File: src/rtl/core/sts_pkg.sv
// Shared types and constants of the session slot table.
// No dependencies; sts_ctrl, sts_datapath and the top level import it.
`default_nettype none

package sts_pkg;

    localparam int SLOT_AW = 6;

    localparam logic [3:0] OP_OPEN     = 4'd0;
    localparam logic [3:0] OP_REGISTER = 4'd1;
    localparam logic [3:0] OP_NOTE     = 4'd2;
    localparam logic [3:0] OP_CHECK    = 4'd3;
    localparam logic [3:0] OP_CLOSE_H  = 4'd4;
    localparam logic [3:0] OP_CLOSE_ID = 4'd5;
    localparam logic [3:0] OP_UNREG    = 4'd6;
    localparam logic [3:0] OP_AGE      = 4'd7;
    localparam logic [3:0] OP_SHUTDOWN = 4'd8;

    localparam logic [2:0] ST_OK         = 3'd0;
    localparam logic [2:0] ST_NO_FREE    = 3'd1;
    localparam logic [2:0] ST_ALREADY    = 3'd2;
    localparam logic [2:0] ST_BAD_HANDLE = 3'd3;
    localparam logic [2:0] ST_NOT_FOUND  = 3'd4;

    localparam logic [31:0] USECS_PER_SEC = 32'd1000000;
    localparam logic [31:0] LIMIT_RESET   = 32'd120000000;

    typedef struct packed {
        logic               load;
        logic               issue;
        logic [SLOT_AW-1:0] addr;
        logic               final_step;
        logic               finish;
        logic               age_end;
    } sts_cmd_t;

    typedef struct packed {
        logic [3:0]         op;
        logic               h_ok;
        logic [SLOT_AW-1:0] h_idx;
        logic [SLOT_AW-1:0] rr_next;
        logic               hit;
        logic               e_valid;
        logic               e_final;
        logic               stall;
        logic               out_free;
    } sts_stat_t;

    // Round-robin successor of a slot index, wrapping after top.
    function automatic logic [SLOT_AW-1:0] slot_after(input logic [SLOT_AW-1:0] i,
                                                      input logic [SLOT_AW-1:0] top);
        return (i == top) ? '0 : i + 1'b1;
    endfunction

endpackage

`default_nettype wire

File: src/rtl/core/sts_ram.sv
// Generic single-write, single-read RAM with a registered read port.
// Depends on nothing.
`default_nettype none

module sts_ram #(
    parameter int WIDTH = 16,
    parameter int DEPTH = 16
) (
    input  wire logic                                  clk,
    input  wire logic                                  we,
    input  wire logic [((DEPTH > 1) ? $clog2(DEPTH) : 1)-1:0] waddr,
    input  wire logic [WIDTH-1:0]                      wdata,
    input  wire logic                                  re,
    input  wire logic [((DEPTH > 1) ? $clog2(DEPTH) : 1)-1:0] raddr,
    output logic      [WIDTH-1:0]                      rdata
);

    logic [WIDTH-1:0] mem_reg [DEPTH];
    logic [WIDTH-1:0] rdata_reg;

    always_ff @(posedge clk)
    begin
        if (we)
        begin
            mem_reg[waddr] <= wdata;
        end
        if (re)
        begin
            rdata_reg <= mem_reg[raddr];
        end
    end

    assign rdata = rdata_reg;

endmodule

`default_nettype wire

File: src/rtl/core/sts_ctrl.sv
// Sequencer of the session slot table: dispatch, slot scan and result steps.
// Depends on sts_pkg; drives sts_datapath through command and status structs.
`default_nettype none

module sts_ctrl import sts_pkg::*; #(
    parameter int NUM_SLOTS = 16
) (
    input  wire logic      clk,
    input  wire logic      rst_n,
    input  wire logic      in_valid,
    output logic           in_ready,
    input  wire sts_stat_t stat,
    output sts_cmd_t       cmd
);

    localparam int IW = (NUM_SLOTS > 1) ? $clog2(NUM_SLOTS) : 1;
    localparam int CW = $clog2(NUM_SLOTS + 1);

    typedef enum logic [4:0] {
        S_IDLE    = 5'b00001,
        S_START   = 5'b00010,
        S_SCAN    = 5'b00100,
        S_FINISH  = 5'b01000,
        S_AGE_END = 5'b10000
    } state_t;

    state_t        state_reg, state_next;
    logic [IW-1:0] addr_reg, addr_next;
    logic [CW-1:0] rem_reg, rem_next;
    logic          stop;

    assign in_ready = (state_reg == S_IDLE);

    always_comb
    begin
        state_next     = state_reg;
        addr_next      = addr_reg;
        rem_next       = rem_reg;
        stop           = 1'b0;
        cmd            = '0;
        cmd.load       = in_valid && (state_reg == S_IDLE);
        cmd.addr       = SLOT_AW'(addr_reg);
        cmd.final_step = (rem_reg == CW'(1));
        unique case (state_reg)
            S_IDLE:
            begin
                if (in_valid)
                begin
                    state_next = S_START;
                end
            end
            S_START:
            begin
                rem_next = CW'(NUM_SLOTS);
                addr_next = '0;
                priority case (stat.op)
                    OP_OPEN:
                    begin
                        addr_next  = stat.rr_next[IW-1:0];
                        state_next = S_SCAN;
                    end
                    OP_REGISTER, OP_NOTE, OP_CLOSE_ID, OP_AGE:
                    begin
                        state_next = S_SCAN;
                    end
                    OP_CHECK, OP_UNREG:
                    begin
                        addr_next  = stat.h_idx[IW-1:0];
                        rem_next   = CW'(1);
                        state_next = stat.h_ok ? S_SCAN : S_FINISH;
                    end
                    default:
                    begin
                        state_next = S_FINISH;
                    end
                endcase
            end
            S_SCAN:
            begin
                // A hit ends a search at once; the age sweep runs to the end.
                stop = stat.hit || (stat.e_valid && stat.e_final && !stat.stall);
                cmd.issue = (rem_reg != '0) && !stat.stall && !stop;
                if (cmd.issue)
                begin
                    addr_next = IW'(slot_after(SLOT_AW'(addr_reg), SLOT_AW'(NUM_SLOTS - 1)));
                    rem_next  = rem_reg - 1'b1;
                end
                if (stop)
                begin
                    state_next = (stat.op == OP_AGE) ? S_AGE_END : S_FINISH;
                end
            end
            S_FINISH:
            begin
                cmd.finish = 1'b1;
                if (stat.out_free)
                begin
                    state_next = S_IDLE;
                end
            end
            S_AGE_END:
            begin
                cmd.age_end = 1'b1;
                if (stat.out_free)
                begin
                    state_next = S_IDLE;
                end
            end
            default:
            begin
                state_next = S_IDLE;
            end
        endcase
    end

    always_ff @(posedge clk or negedge rst_n)
    begin
        if (!rst_n)
        begin
            state_reg <= S_IDLE;
            addr_reg  <= '0;
            rem_reg   <= '0;
        end
        else
        begin
            state_reg <= state_next;
            addr_reg  <= addr_next;
            rem_reg   <= rem_next;
        end
    end

endmodule

`default_nettype wire

File: src/rtl/core/sts_datapath.sv
// Slot flags, id and timestamp memories, slot evaluation and the result register.
// Depends on sts_pkg and sts_ram; commanded by sts_ctrl.
`default_nettype none

module sts_datapath import sts_pkg::*; #(
    parameter int NUM_SLOTS = 16
) (
    input  wire logic        clk,
    input  wire logic        rst_n,
    input  wire sts_cmd_t    cmd,
    output sts_stat_t        stat,
    input  wire logic [3:0]  op,
    input  wire logic [15:0] conn_id,
    input  wire logic [31:0] handle_in,
    input  wire logic [31:0] now_usecs,
    input  wire logic        cfg_wr,
    input  wire logic [11:0] cfg_secs,
    output logic             out_valid,
    input  wire logic        out_ready,
    output logic [2:0]       status,
    output logic [6:0]       handle_out,
    output logic             found,
    output logic             teardown_conns,
    output logic             last
);

    localparam int IW = (NUM_SLOTS > 1) ? $clog2(NUM_SLOTS) : 1;

    logic [3:0]           op_reg;
    logic [15:0]          conn_reg;
    logic [31:0]          handle_reg;
    logic [31:0]          now_reg;
    logic [31:0]          limit_reg;
    logic [NUM_SLOTS-1:0] live_reg, live_next;
    logic [NUM_SLOTS-1:0] regd_reg, regd_next;
    logic [IW-1:0]        rr_reg, rr_next;
    logic                 e_valid_reg, e_final_reg;
    logic [IW-1:0]        e_idx_reg;
    logic                 hit_reg, hit_next;
    logic [IW-1:0]        hit_idx_reg, hit_idx_next;
    logic                 pend_valid_reg, pend_valid_next;
    logic [IW-1:0]        pend_idx_reg, pend_idx_next;
    logic                 out_valid_reg;
    logic [2:0]           status_reg;
    logic [6:0]           handle_reg7;
    logic                 found_reg, teardown_reg, last_reg;

    logic [15:0] conn_rdata;
    logic [31:0] time_rdata;
    logic        conn_we, time_we;
    logic [31:0] age;
    logic [31:0] hm1;
    logic [IW-1:0] h_idx;
    logic        h_ok, out_free, e_live, e_regd, conn_eq, aged, cand;
    logic        hit, age_close, age_rep, stall;
    logic        emit, emit_found, emit_td, emit_last;
    logic [2:0]  emit_status;
    logic [6:0]  emit_handle;

    sts_ram #(.WIDTH(16), .DEPTH(NUM_SLOTS)) u_conn_ram (
        .clk   (clk),
        .we    (conn_we),
        .waddr (hit_idx_reg),
        .wdata (conn_reg),
        .re    (cmd.issue),
        .raddr (cmd.addr[IW-1:0]),
        .rdata (conn_rdata)
    );

    sts_ram #(.WIDTH(32), .DEPTH(NUM_SLOTS)) u_time_ram (
        .clk   (clk),
        .we    (time_we),
        .waddr (hit_idx_reg),
        .wdata (now_reg),
        .re    (cmd.issue),
        .raddr (cmd.addr[IW-1:0]),
        .rdata (time_rdata)
    );

    assign hm1      = handle_reg - 32'd1;
    assign h_idx    = hm1[IW-1:0];
    assign h_ok     = (handle_reg != 32'd0) && (handle_reg <= 32'(NUM_SLOTS));
    assign out_free = !out_valid_reg || out_ready;

    assign e_live  = live_reg[e_idx_reg];
    assign e_regd  = regd_reg[e_idx_reg];
    assign conn_eq = (conn_rdata == conn_reg);
    // Wrapping age: the subtraction is taken modulo 2^32.
    assign age     = now_reg - time_rdata;
    assign aged    = (age >= limit_reg);

    always_comb
    begin
        priority case (op_reg)
            OP_OPEN:                          cand = !e_live;
            OP_REGISTER, OP_NOTE, OP_CLOSE_ID,
            OP_UNREG:                         cand = e_live && conn_eq;
            OP_CHECK:                         cand = e_live && conn_eq && e_regd;
            default:                          cand = 1'b0;
        endcase
    end

    assign hit       = e_valid_reg && cand;
    assign age_close = e_valid_reg && (op_reg == OP_AGE) && e_live && aged;
    assign age_rep   = age_close && e_regd;
    // A second report cannot be held while the first still waits for the output.
    assign stall     = age_rep && pend_valid_reg && !out_free;

    always_comb
    begin
        live_next       = live_reg;
        regd_next       = regd_reg;
        rr_next         = rr_reg;
        hit_next        = hit_reg;
        hit_idx_next    = hit_idx_reg;
        pend_valid_next = pend_valid_reg;
        pend_idx_next   = pend_idx_reg;
        conn_we         = 1'b0;
        time_we         = 1'b0;
        emit            = 1'b0;
        emit_status     = ST_OK;
        emit_handle     = 7'd0;
        emit_found      = 1'b0;
        emit_td         = 1'b0;
        emit_last       = 1'b1;

        if (cmd.load)
        begin
            hit_next        = 1'b0;
            pend_valid_next = 1'b0;
        end

        if (hit)
        begin
            hit_next     = 1'b1;
            hit_idx_next = e_idx_reg;
        end

        if (age_close && !stall)
        begin
            live_next[e_idx_reg] = 1'b0;
            regd_next[e_idx_reg] = 1'b0;
            if (age_rep)
            begin
                pend_valid_next = 1'b1;
                pend_idx_next   = e_idx_reg;
                if (pend_valid_reg)
                begin
                    emit        = 1'b1;
                    emit_handle = 7'(pend_idx_reg) + 7'd1;
                    emit_found  = 1'b1;
                    emit_td     = 1'b1;
                    emit_last   = 1'b0;
                end
            end
        end

        if (cmd.age_end && out_free)
        begin
            emit            = 1'b1;
            pend_valid_next = 1'b0;
            if (pend_valid_reg)
            begin
                emit_handle = 7'(pend_idx_reg) + 7'd1;
                emit_found  = 1'b1;
                emit_td     = 1'b1;
            end
        end

        if (cmd.finish && out_free)
        begin
            emit = 1'b1;
            priority case (op_reg)
                OP_OPEN:
                begin
                    if (hit_reg)
                    begin
                        live_next[hit_idx_reg] = 1'b1;
                        regd_next[hit_idx_reg] = 1'b0;
                        conn_we     = 1'b1;
                        time_we     = 1'b1;
                        rr_next     = hit_idx_reg;
                        emit_handle = 7'(hit_idx_reg) + 7'd1;
                    end
                    else
                    begin
                        rr_next     = IW'(slot_after(SLOT_AW'(rr_reg), SLOT_AW'(NUM_SLOTS - 1)));
                        emit_status = ST_NO_FREE;
                    end
                end
                OP_REGISTER:
                begin
                    if (!hit_reg)
                    begin
                        emit_status = ST_NO_FREE;
                    end
                    else
                    begin
                        emit_handle = 7'(hit_idx_reg) + 7'd1;
                        emit_found  = 1'b1;
                        if (regd_reg[hit_idx_reg])
                        begin
                            emit_status = ST_ALREADY;
                        end
                        else
                        begin
                            regd_next[hit_idx_reg] = 1'b1;
                        end
                    end
                end
                OP_NOTE:
                begin
                    if (hit_reg)
                    begin
                        time_we     = 1'b1;
                        emit_handle = 7'(hit_idx_reg) + 7'd1;
                        emit_found  = 1'b1;
                    end
                    else
                    begin
                        emit_status = ST_NOT_FOUND;
                    end
                end
                OP_CHECK:
                begin
                    if (hit_reg)
                    begin
                        emit_handle = 7'(hit_idx_reg) + 7'd1;
                        emit_found  = 1'b1;
                    end
                    else
                    begin
                        emit_status = ST_BAD_HANDLE;
                    end
                end
                OP_CLOSE_H:
                begin
                    if (!h_ok)
                    begin
                        emit_status = ST_BAD_HANDLE;
                    end
                    else if (!live_reg[h_idx])
                    begin
                        emit_status = ST_NOT_FOUND;
                    end
                    else
                    begin
                        live_next[h_idx] = 1'b0;
                        regd_next[h_idx] = 1'b0;
                        emit_handle = 7'(h_idx) + 7'd1;
                        emit_found  = 1'b1;
                    end
                end
                OP_CLOSE_ID, OP_UNREG:
                begin
                    if (hit_reg)
                    begin
                        live_next[hit_idx_reg] = 1'b0;
                        regd_next[hit_idx_reg] = 1'b0;
                        emit_handle = 7'(hit_idx_reg) + 7'd1;
                        emit_found  = 1'b1;
                    end
                    else
                    begin
                        emit_status = (op_reg == OP_UNREG) ? ST_BAD_HANDLE : ST_NOT_FOUND;
                    end
                end
                OP_SHUTDOWN:
                begin
                    live_next = '0;
                    regd_next = '0;
                end
                default:
                begin
                    emit_status = ST_OK;
                end
            endcase
        end
    end

    always_ff @(posedge clk or negedge rst_n)
    begin
        if (!rst_n)
        begin
            live_reg       <= '0;
            regd_reg       <= '0;
            rr_reg         <= '0;
            e_valid_reg    <= 1'b0;
            hit_reg        <= 1'b0;
            pend_valid_reg <= 1'b0;
            out_valid_reg  <= 1'b0;
            limit_reg      <= LIMIT_RESET;
        end
        else
        begin
            live_reg       <= live_next;
            regd_reg       <= regd_next;
            rr_reg         <= rr_next;
            hit_reg        <= hit_next;
            pend_valid_reg <= pend_valid_next;
            if (cmd.issue)
            begin
                e_valid_reg <= 1'b1;
            end
            else if (!stall)
            begin
                e_valid_reg <= 1'b0;
            end
            if (emit)
            begin
                out_valid_reg <= 1'b1;
            end
            else if (out_ready)
            begin
                out_valid_reg <= 1'b0;
            end
            if (cfg_wr)
            begin
                limit_reg <= 32'(cfg_secs) * USECS_PER_SEC;
            end
        end
    end

    always_ff @(posedge clk)
    begin
        hit_idx_reg  <= hit_idx_next;
        pend_idx_reg <= pend_idx_next;
        if (cmd.load)
        begin
            op_reg     <= op;
            conn_reg   <= conn_id;
            handle_reg <= handle_in;
            now_reg    <= now_usecs;
        end
        if (cmd.issue)
        begin
            e_idx_reg   <= cmd.addr[IW-1:0];
            e_final_reg <= cmd.final_step;
        end
        if (emit)
        begin
            status_reg   <= emit_status;
            handle_reg7  <= emit_handle;
            found_reg    <= emit_found;
            teardown_reg <= emit_td;
            last_reg     <= emit_last;
        end
    end

    always_comb
    begin
        stat          = '0;
        stat.op       = op_reg;
        stat.h_ok     = h_ok;
        stat.h_idx    = SLOT_AW'(h_idx);
        stat.rr_next  = slot_after(SLOT_AW'(rr_reg), SLOT_AW'(NUM_SLOTS - 1));
        stat.hit      = hit;
        stat.e_valid  = e_valid_reg;
        stat.e_final  = e_final_reg;
        stat.stall    = stall;
        stat.out_free = out_free;
    end

    assign out_valid      = out_valid_reg;
    assign status         = status_reg;
    assign handle_out     = handle_reg7;
    assign found          = found_reg;
    assign teardown_conns = teardown_reg;
    assign last           = last_reg;

`ifndef NO_ASSERTIONS
    a_pend_only_aging: assert property (@(posedge clk) disable iff (!rst_n)
        pend_valid_reg |-> (op_reg == OP_AGE))
        else $error("held age report outside an age tick");
    a_emit_free: assert property (@(posedge clk) disable iff (!rst_n)
        emit |-> out_free)
        else $error("result written over a word still waiting");
    a_stall_no_issue: assert property (@(posedge clk) disable iff (!rst_n)
        stall |-> !cmd.issue)
        else $error("slot read issued during an output stall");
    a_shutdown_clears: assert property (@(posedge clk) disable iff (!rst_n)
        (cmd.finish && out_free && (op_reg == OP_SHUTDOWN)) |=> (live_reg == '0))
        else $error("shutdown left a live slot");
`endif

endmodule

`default_nettype wire

File: src/rtl/core/session_table_with_inactivity_aging.sv
// Top level of the session slot table with idle aging.
// Depends on sts_pkg, sts_ctrl, sts_datapath and sts_ram.
//
//  channel | handshake            | words
//  in      | in_valid / in_ready  | op, conn_id, handle_in, now_usecs
//  out     | out_valid / out_ready| status, handle_out, found, teardown_conns, last
//  cfg     | cfg_valid / cfg_ready| idle_timeout_secs
//
// One item is worked on at a time. Ops that walk the table (open, register, note,
// close by id, age tick) read one slot a cycle from the id and timestamp RAMs when
// not stalled, up to NUM_SLOTS slots; check and unregister read only the slot that
// a valid handle names. An age tick stalls its sweep while a report waits on out.
// Reset clears all slot flags and the pointer at once and sets a 120 s timeout.
`default_nettype none

module session_table_with_inactivity_aging import sts_pkg::*; #(
    parameter int NUM_SLOTS = 16
) (
    input  wire logic        clk,
    input  wire logic        rst_n,
    input  wire logic        in_valid,
    output logic             in_ready,
    input  wire logic [3:0]  op,
    input  wire logic [15:0] conn_id,
    input  wire logic [31:0] handle_in,
    input  wire logic [31:0] now_usecs,
    output logic             out_valid,
    input  wire logic        out_ready,
    output logic [2:0]       status,
    output logic [6:0]       handle_out,
    output logic             found,
    output logic             teardown_conns,
    output logic             last,
    input  wire logic        cfg_valid,
    output logic             cfg_ready,
    input  wire logic [11:0] idle_timeout_secs
);

    sts_cmd_t  cmd;
    sts_stat_t stat;

    assign cfg_ready = 1'b1;

    sts_ctrl #(.NUM_SLOTS(NUM_SLOTS)) u_ctrl (
        .clk      (clk),
        .rst_n    (rst_n),
        .in_valid (in_valid),
        .in_ready (in_ready),
        .stat     (stat),
        .cmd      (cmd)
    );

    sts_datapath #(.NUM_SLOTS(NUM_SLOTS)) u_datapath (
        .clk            (clk),
        .rst_n          (rst_n),
        .cmd            (cmd),
        .stat           (stat),
        .op             (op),
        .conn_id        (conn_id),
        .handle_in      (handle_in),
        .now_usecs      (now_usecs),
        .cfg_wr         (cfg_valid && cfg_ready),
        .cfg_secs       (idle_timeout_secs),
        .out_valid      (out_valid),
        .out_ready      (out_ready),
        .status         (status),
        .handle_out     (handle_out),
        .found          (found),
        .teardown_conns (teardown_conns),
        .last           (last)
    );

endmodule

`default_nettype wire
File: config.mk
export PLATFORM = sky130hd
export DESIGN_NAME = session_table_with_inactivity_aging
export DESIGN_NICKNAME = d
export VERILOG_FILES = /design/src/rtl/core/sts_pkg.sv /design/src/rtl/core/sts_ram.sv /design/src/rtl/core/sts_ctrl.sv /design/src/rtl/core/sts_datapath.sv /design/src/rtl/core/session_table_with_inactivity_aging.sv
export SDC_FILE = /design/constraint.sdc
export NUM_CORES = 1
export LEC_CHECK = 0
export ABC_AREA = 1
export ABC_CLOCK_PERIOD_IN_PS = 6200
export BUFFER_PORTS_ARGS = -buffer_cell sky130_fd_sc_hd__buf_4
export CAP_MARGIN = 10
export CORE_MARGIN = 4
export CORE_UTILIZATION = 60
export DETAILED_ROUTE_END_ITERATION = 10
export PLACE_DENSITY = 0.79
export SETUP_SLACK_MARGIN = 0.5
export SKIP_LAST_GASP = 1
export SLEW_MARGIN = 10
export SYNTH_ARGS = -nofsm -noshare
export SYNTH_HDL_FRONTEND = slang
export SYNTH_SLANG_ARGS = --single-unit
File: constraint.sdc
create_clock -name clk -period 6.2 [get_ports clk]
set_input_delay 0.93 -clock clk [delete_from_list [all_inputs] [get_ports clk]]
set_output_delay 0.93 -clock clk [all_outputs]
set_load 0.005 [all_outputs]
==> results of run 1 <==
layout by cell type, fill, tap and decap left out, types with 46 or more instances in the layout:
cell       netlist  final
clkbuf_16        0    101
o211ai_1        48     48
ha_1           154    154
edfxtp_1       924    924
o21ai_1         46     46
inv_1          314    311
buf_4            6    166
o21ai_0        476    476
nor2_1         568    537
nand3_1        111    110
nand2_1        381    381
o221ai_1       156    156
o22ai_1         49     49
dfrtp_1         69     65
a21oi_1        130    130
what timing repair did:
item	in CTS	in global routing
resized for setup	0	1
setup buffers	0	4
endpoints found under the hold margin	0	0
endpoints found under the setup margin	0	96
metrics by stage:
step | hold WS [ps] | power (mW) | instances | util [%] | setup WS (ps)
CTS | 392 | 19.3 | 5020 | 67.8 | 946
global placement | 471 | 13.0 | 4838 | 63.3 | 1170
global route | 415 | 20.2 | 5024 | 67.9 | 539
finish | 399 | 19.4 | 5025 | 67.9 | 1030
detailed placement | 483 | 13.1 | 4838 | 63.3 | 947
floorplan | 423 | 11.7 | 3896 | - | 1020
how the worst min path moves through the flow:
stage,slack (ps),start,end
floorplan,420,u_ctrl.addr_reg[3]$_DFFE_PN0P_,u_datapath.e_idx_reg[3]$_DFFE_PP_
global placement,470,u_datapath.limit_reg[15]$_DFFE_PN0P_,u_datapath.limit_reg[15]$_DFFE_PN0P_
detailed placement,480,u_datapath.limit_reg[18]$_DFFE_PN1P_,u_datapath.limit_reg[18]$_DFFE_PN1P_
CTS,390,now_usecs[24],u_datapath.now_reg[24]$_DFFE_PP_
global route,410,now_usecs[27],u_datapath.now_reg[27]$_DFFE_PP_
finish,400,rst_n,u_datapath.live_reg[15]$_DFF_PN0_
layer usage:
metal	track usage (%)	share of wire, %
met4	11.7	3.8
met1	39.3	39
met3	5.76	10
met2	44.1	46
met5	0	0
area by class of cell:
| class | instances | area, µm² |
|---|---|---|
| Multi-Input combinational cell | 2370 | 13900 |
| Sequential cell | 1004 | 29800 |
| Antenna cell | 1 | 2.50 |
| Timing Repair Buffer | 168 | 1290 |
| Inverter | 331 | 1250 |
| Clock buffer | 111 | 2560 |
| Clock inverter | 71 | 808 |
| Fill cell | 5159 | 24000 |
| Tap cell | 969 | 1210 |
worst max-delay path: cells and delay by family, from the launching register on:
family                     cells  cell delay [ps]
and+or+nand+nor               11             1160
buffers and inverters          5              730
DFF                            1              680
AOI/OAI and AO/OA              6             1300
xor gates and xnor gates       1              170
adders and majority gates      2              670
cell families after synthesis:
logic type / count (synthesis) / synth area share, %
AOI/OAI and AO/OA: 976 / 12.8
adders and majority gates: 190 / 5.82
and+or+nand+nor: 1140 / 10.3
xor gates and xnor gates: 61 / 1.19
buffers and inverters: 522 / 4.47
other: 2 / 0.0165
DFF: 1004 / 65.4
power by group:
group	switching, mW	internal [mW]	total (mW)
clock	2.59	3.62	6.21
combinational	2.97	1.46	4.43
sequential	0.566	8.16	8.73
total	6.12	13.2	19.4
==> results.json, run 1 <==
{
  "max_stage_delay_ps": 680,
  "fin_area_um2": 50800,
  "port_buffers": 113,
  "cts_buffer_depth": 3,
  "hold_buffers": 0,
  "grt_pass1_vias": 31000,
  "rows": 100,
  "tritoncts.num_buffers": 99,
  "worstSetupStartpointType": "register",
  "ys_seq_area_share_pct": 65.4,
  "design.die.area_um2": 80300,
  "place_hpwl_um": 68100,
  "yosysMostFrequentCell": "edfxtp_1",
  "synthCells": 3895,
  "synthTopCellsByArea": "edfxtp_1 61%, o21ai_0 5.2%, nor2_1 4.7%",
  "max_freq_mhz": 194,
  "crit_type": "reg -> reg",
  "synth-edff-count": 924,
  "grt_first_pass_wirelength_um": 178000,
  "setup_tns_ps": 0,
  "r2r_end": "u_datapath.u_time_ram.rdata[11]$_DFFE_PP_",
  "fin_skew_ps": 39.4,
  "yosysWarnings": 0,
  "cp_max_fo": 53,
  "clock-sinks": 1004,
  "finalHoldViolations": 0,
  "cp_common_cell": "nand2_1",
  "synthDistinctLibCells": 59,
  "ir_worst_vdd_uv": 221,
  "maxSlewViolCount": 0,
  "maxSlewHeadroom_pct": 7.17,
  "areaGrowthSynthToFinish_pct": 11.6,
  "overflow": 0,
  "largest_reg_flops": 512,
  "drive_gt1_share_pct": 10.5,
  "p_leak_nw": 18.6,
  "max_slew.worst_pin.slew_ps": 1390,
  "reg2regPathDepth": 25,
  "r2r-start": "u_datapath.now_reg[1]$_DFFE_PP_",
  "setup_viol": 0,
  "slowest_stage": "edfxtp_1",
  "clk_pin_slew_ps": 70,
  "ant_nets": 0,
  "netlist_area_um2": 45500,
  "fin_nets": 4265,
  "first_iter_violations": 4394,
  "pin_count": 117,
  "drcViolationCount": 0,
  "status": "complete, no violations",
  "finalCriticalPeriod_ps": 5170,
  "design.core.area_um2": 74800,
  "cp-endpoint": "u_datapath.u_time_ram.rdata[11]$_DFFE_PP_",
  "ys_ff_latch": 1004,
  "endpoint_kind": "register",
  "grt_max_degree": 161,
  "initial_core_util_pct": 60.8,
  "rsz0062_at_grt": "no",
  "dr.pass1.iters": 7,
  "cp.arrival_ps": 5470,
  "die_x_um": 283,
  "via_count": 31700,
  "clk_latency_ps": 680,
  "required_ps": 6500,
  "yosys.area.top_type_share_pct": 61.0,
  "place_congestion": 0.954,
  "placed_area_um2": 47400,
  "hold_path_class": "in -> async",
  "max_cap_viol_count": 0,
  "grt_usage_pct": 28.3,
  "wl_per_cell_um": 23.1,
  "die_h_um": 283,
  "cts_tree": "done",
  "cts_root_buffer": "clkbuf_16",
  "synth_top_area_cell": "edfxtp_1",
  "avgSynthCellArea_um2": 11.7,
  "antenna_found_initial": 1,
  "post-route-period-util_pct": 83.3,
  "cts.htree.levels": 3,
  "worstSetupStartpoint": "u_datapath.now_reg[1]$_DFFE_PP_",
  "synth_ff_type": "edfxtp_1",
  "synthArstFlopShare_pct": 7.97,
  "totalWireLength_um": 116000,
  "via_per_inst": 6.31,
  "cellPowerDensity_nw_per_um2": 381,
  "reg2reg_slack_ps": 1030,
  "ys_top_cells_by_count": "924 x edfxtp_1, 568 x nor2_1, 476 x o21ai_0, 381 x nand2_1, 314 x inv_1"
}
(Power assumes the default switching activity.)
==> run 2, diff against run 1 <==
- ABC_AREA: 1 -> 0
- ABC_CLOCK_PERIOD_IN_PS: 6200 -> 4880
- clock period: 6.2 -> 4.88 ns (I/O delays scaled with it)
==> results.json, run 2 <==
{
  "synth-edff-count": 924,
  "largest_reg_flops": 512,
  "maxSlewHeadroom_pct": 19.7,
  "final_common_cell": "edfxtp_1",
  "netlist_area_um2": 44100,
  "place_hpwl_um": 66300,
  "design.core.area_um2": 73000,
  "placed_area_um2": 47700,
  "status": "finished, violations left",
  "required_ps": 5280,
  "max_stage_delay_ps": 520,
  "clk_latency_ps": 670,
  "ant_nets": 0,
  "design.die.area_um2": 77900,
  "die_x_um": 279,
  "max_freq_mhz": 171,
  "ys_top_cells_by_count": "924 x edfxtp_1, 257 x mux4_2, 154 x ha_1, 150 x inv_1, 123 x nand2_1",
  "finalCriticalPeriod_ps": 5840,
  "pin_count": 117,
  "via_count": 25800,
  "rsz0062_at_grt": "yes",
  "dr.pass1.iters": 5,
  "wl_per_cell_um": 29.2,
  "dp_slack_ps": -1020,
  "setup_viol": 123,
  "cp_max_fo": 7,
  "synthTopCellsByArea": "edfxtp_1 63%, mux4_2 13%, ha_1 4.4%",
  "clk_pin_slew_ps": 60,
  "setup_tns_ps": -105780,
  "synthCells": 2538,
  "maxSlewViolCount": 0,
  "setup_ws_ps": -960,
  "max_cap_viol_count": 0,
  "grt_pass1_vias": 26200,
  "initial_core_util_pct": 60.5,
  "post-route-period-util_pct": 120,
  "fin_area_um2": 51900,
  "endpoint_kind": "register",
  "via_per_inst": 6.55,
  "port_buffers": 113,
  "worstSetupStartpointType": "register",
  "crit_type": "reg -> reg",
  "rows": 99,
  "utilization_pct": 71.1,
  "ir_worst_vdd_uv": 319,
  "first_iter_violations": 3208,
  "place_congestion": 0.928,
  "synth_ff_type": "edfxtp_1",
  "p_leak_nw": 18.3,
  "grt_max_degree": 66,
  "grt_usage_pct": 29.3,
  "clock-sinks": 1004,
  "slowest_stage": "or4_4",
  "cts_tree": "done",
  "cp.arrival_ps": 6240,
  "hold_path_class": "in -> async",
  "drive_gt1_share_pct": 30.7,
  "tritoncts.num_buffers": 96,
  "path_cells": "ha_1, o21ai_0, a21oi_4, o211ai_1, a31oi_1, or4_1, a311o_1, a21oi_2, xnor2_1, ha_1, nand4_4, nor4_4, nand2_1, or4_4, or4_4, and2_4, buf_6, o21ai_4, clkinvlp_4, buf_12, clkbuf_16",
  "synth_top_area_cell": "edfxtp_1",
  "diodes": 0,
  "totalWireLength_um": 115000,
  "yosys.area.top_type_share_pct": 62.9,
  "avgSynthCellArea_um2": 17.4,
  "whs_ps": 103,
  "overflow": 0,
  "drcViolationCount": 0,
  "cts.htree.levels": 3,
  "yosysWarnings": 0,
  "max_slew.worst_pin.slew_ps": 1190,
  "fin_nets": 3183,
  "ys_seq_area_share_pct": 67.5,
  "cts_root_buffer": "clkbuf_16",
  "antenna_found_initial": 0,
  "cts_buffer_depth": 3,
  "grt_first_pass_wirelength_um": 169000,
  "final_cell_mix": "924 x edfxtp_1, 322 x buf_4, 257 x mux4_2",
  "failed_checks": "negative setup slack",
  "yosysMostFrequentCell": "edfxtp_1",
  "fin_skew_ps": 43.3,
  "finalHoldViolations": 0,
  "ys_ff_latch": 1004,
  "areaGrowthSynthToFinish_pct": 17.7,
  "cellPowerDensity_nw_per_um2": 506,
  "synthDistinctLibCells": 76,
  "synthArstFlopShare_pct": 7.97,
  "die_h_um": 279
}
[run 2: changes by cell type after synthesis, sizes merged, moves of 46 or more]
cell,delta
clkbuf,-93
o221ai,-155
inv,-178
nor2,-483
nand3,-82
o22ai,-46
nand2,-266
mux4,+257
o21ai,-447
[run 2: final cells by class]
type,count,area [µm²]
Fill cell,4311,21100
Tap cell,959,1200
Clock buffer,115,2550
Sequential cell,1004,29800
Multi-Input combinational cell,1286,14100
Inverter,150,569
Clock inverter,64,805
Timing Repair Buffer,354,2900
[run 2: logic make-up (layout without fill, tap and decap cells)]
| logic type | Yosys count | count (layout) | share of synthesized area, % |
|---|---|---|---|
| mux | 275 | 275 | 13.6 |
| buf+inv | 250 | 683 | 2.16 |
| flops | 1004 | 1004 | 67.5 |
| xor+xnor | 77 | 77 | 1.53 |
| fa+ha+maj | 190 | 190 | 6.00 |
| simple gates | 414 | 415 | 4.63 |
| other cells | 2 | 3 | 0.0170 |
| compound gates | 326 | 326 | 4.65 |
[run 2: what timing repair did]
action	in CTS	in global routing
setup buffers	14	11
pin swaps	42	26
hold buffers	0	0
resized for setup	82	46
gates cloned	2	5
endpoints found under the setup margin	128	129
[run 2: per-layer routing]
metal  track usage (%)  part of all wire, %
met1              41.4                   38
met2              46.6                   49
met3              6.09                  9.9
met4              9.64                  3.5
met5                 0                    0
[run 2: path summary, 6_finish.rpt]
check | from | end | slack [ps] | depth (start not counted)
setup reg to reg | u_datapath.now_reg[4]$_DFFE_PP_ | u_datapath.e_idx_reg[3]$_DFFE_PP_ | -960 | 21
max in group asynchronous | rst_n | u_datapath.limit_reg[24]$_DFFE_PN1P_ | 3800 | 2
hold reg to reg | u_datapath.rr_reg[3]$_DFFE_PN0P_ | u_datapath.rr_reg[3]$_DFFE_PN0P_ | 530 | 2
min in group clk | now_usecs[28] | u_datapath.now_reg[28]$_DFFE_PP_ | 240 | 1
setup / recovery | u_datapath.now_reg[4]$_DFFE_PP_ | u_datapath.e_idx_reg[3]$_DFFE_PP_ | -960 | 21
hold / removal | rst_n | u_datapath.live_reg[10]$_DFF_PN0_ | 100 | 1
[run 2: power breakdown]
part           internal [mW]  switching, mW
combinational           3.69           3.70
clock                   4.61           3.28
sequential              10.3          0.679
[run 2: per-stage QoR]
| stage | cells | total power, mW |
|---|---|---|
| 3_3_place_gp | 3721 | 17.7 |
| 2_1_floorplan | 2539 | 15.7 |
| 5_1_grt | 3932 | 27.4 |
| 4_1_cts | 3916 | 26.1 |
| 3_5_place_dp | 3721 | 18.0 |
| 6_report | 3932 | 26.3 |
[run 2: critical path: cells and delay by family, from the launching register on]
kind | cells | cell delay [ps]
AO/OA/AOI/OAI | 7 | 1660
XOR/XNOR | 1 | 80
adder cells (fa/ha/maj) | 2 | 720
buffers and inverters | 4 | 590
flip-flops | 1 | 480
AND/OR/NAND/NOR | 7 | 2050
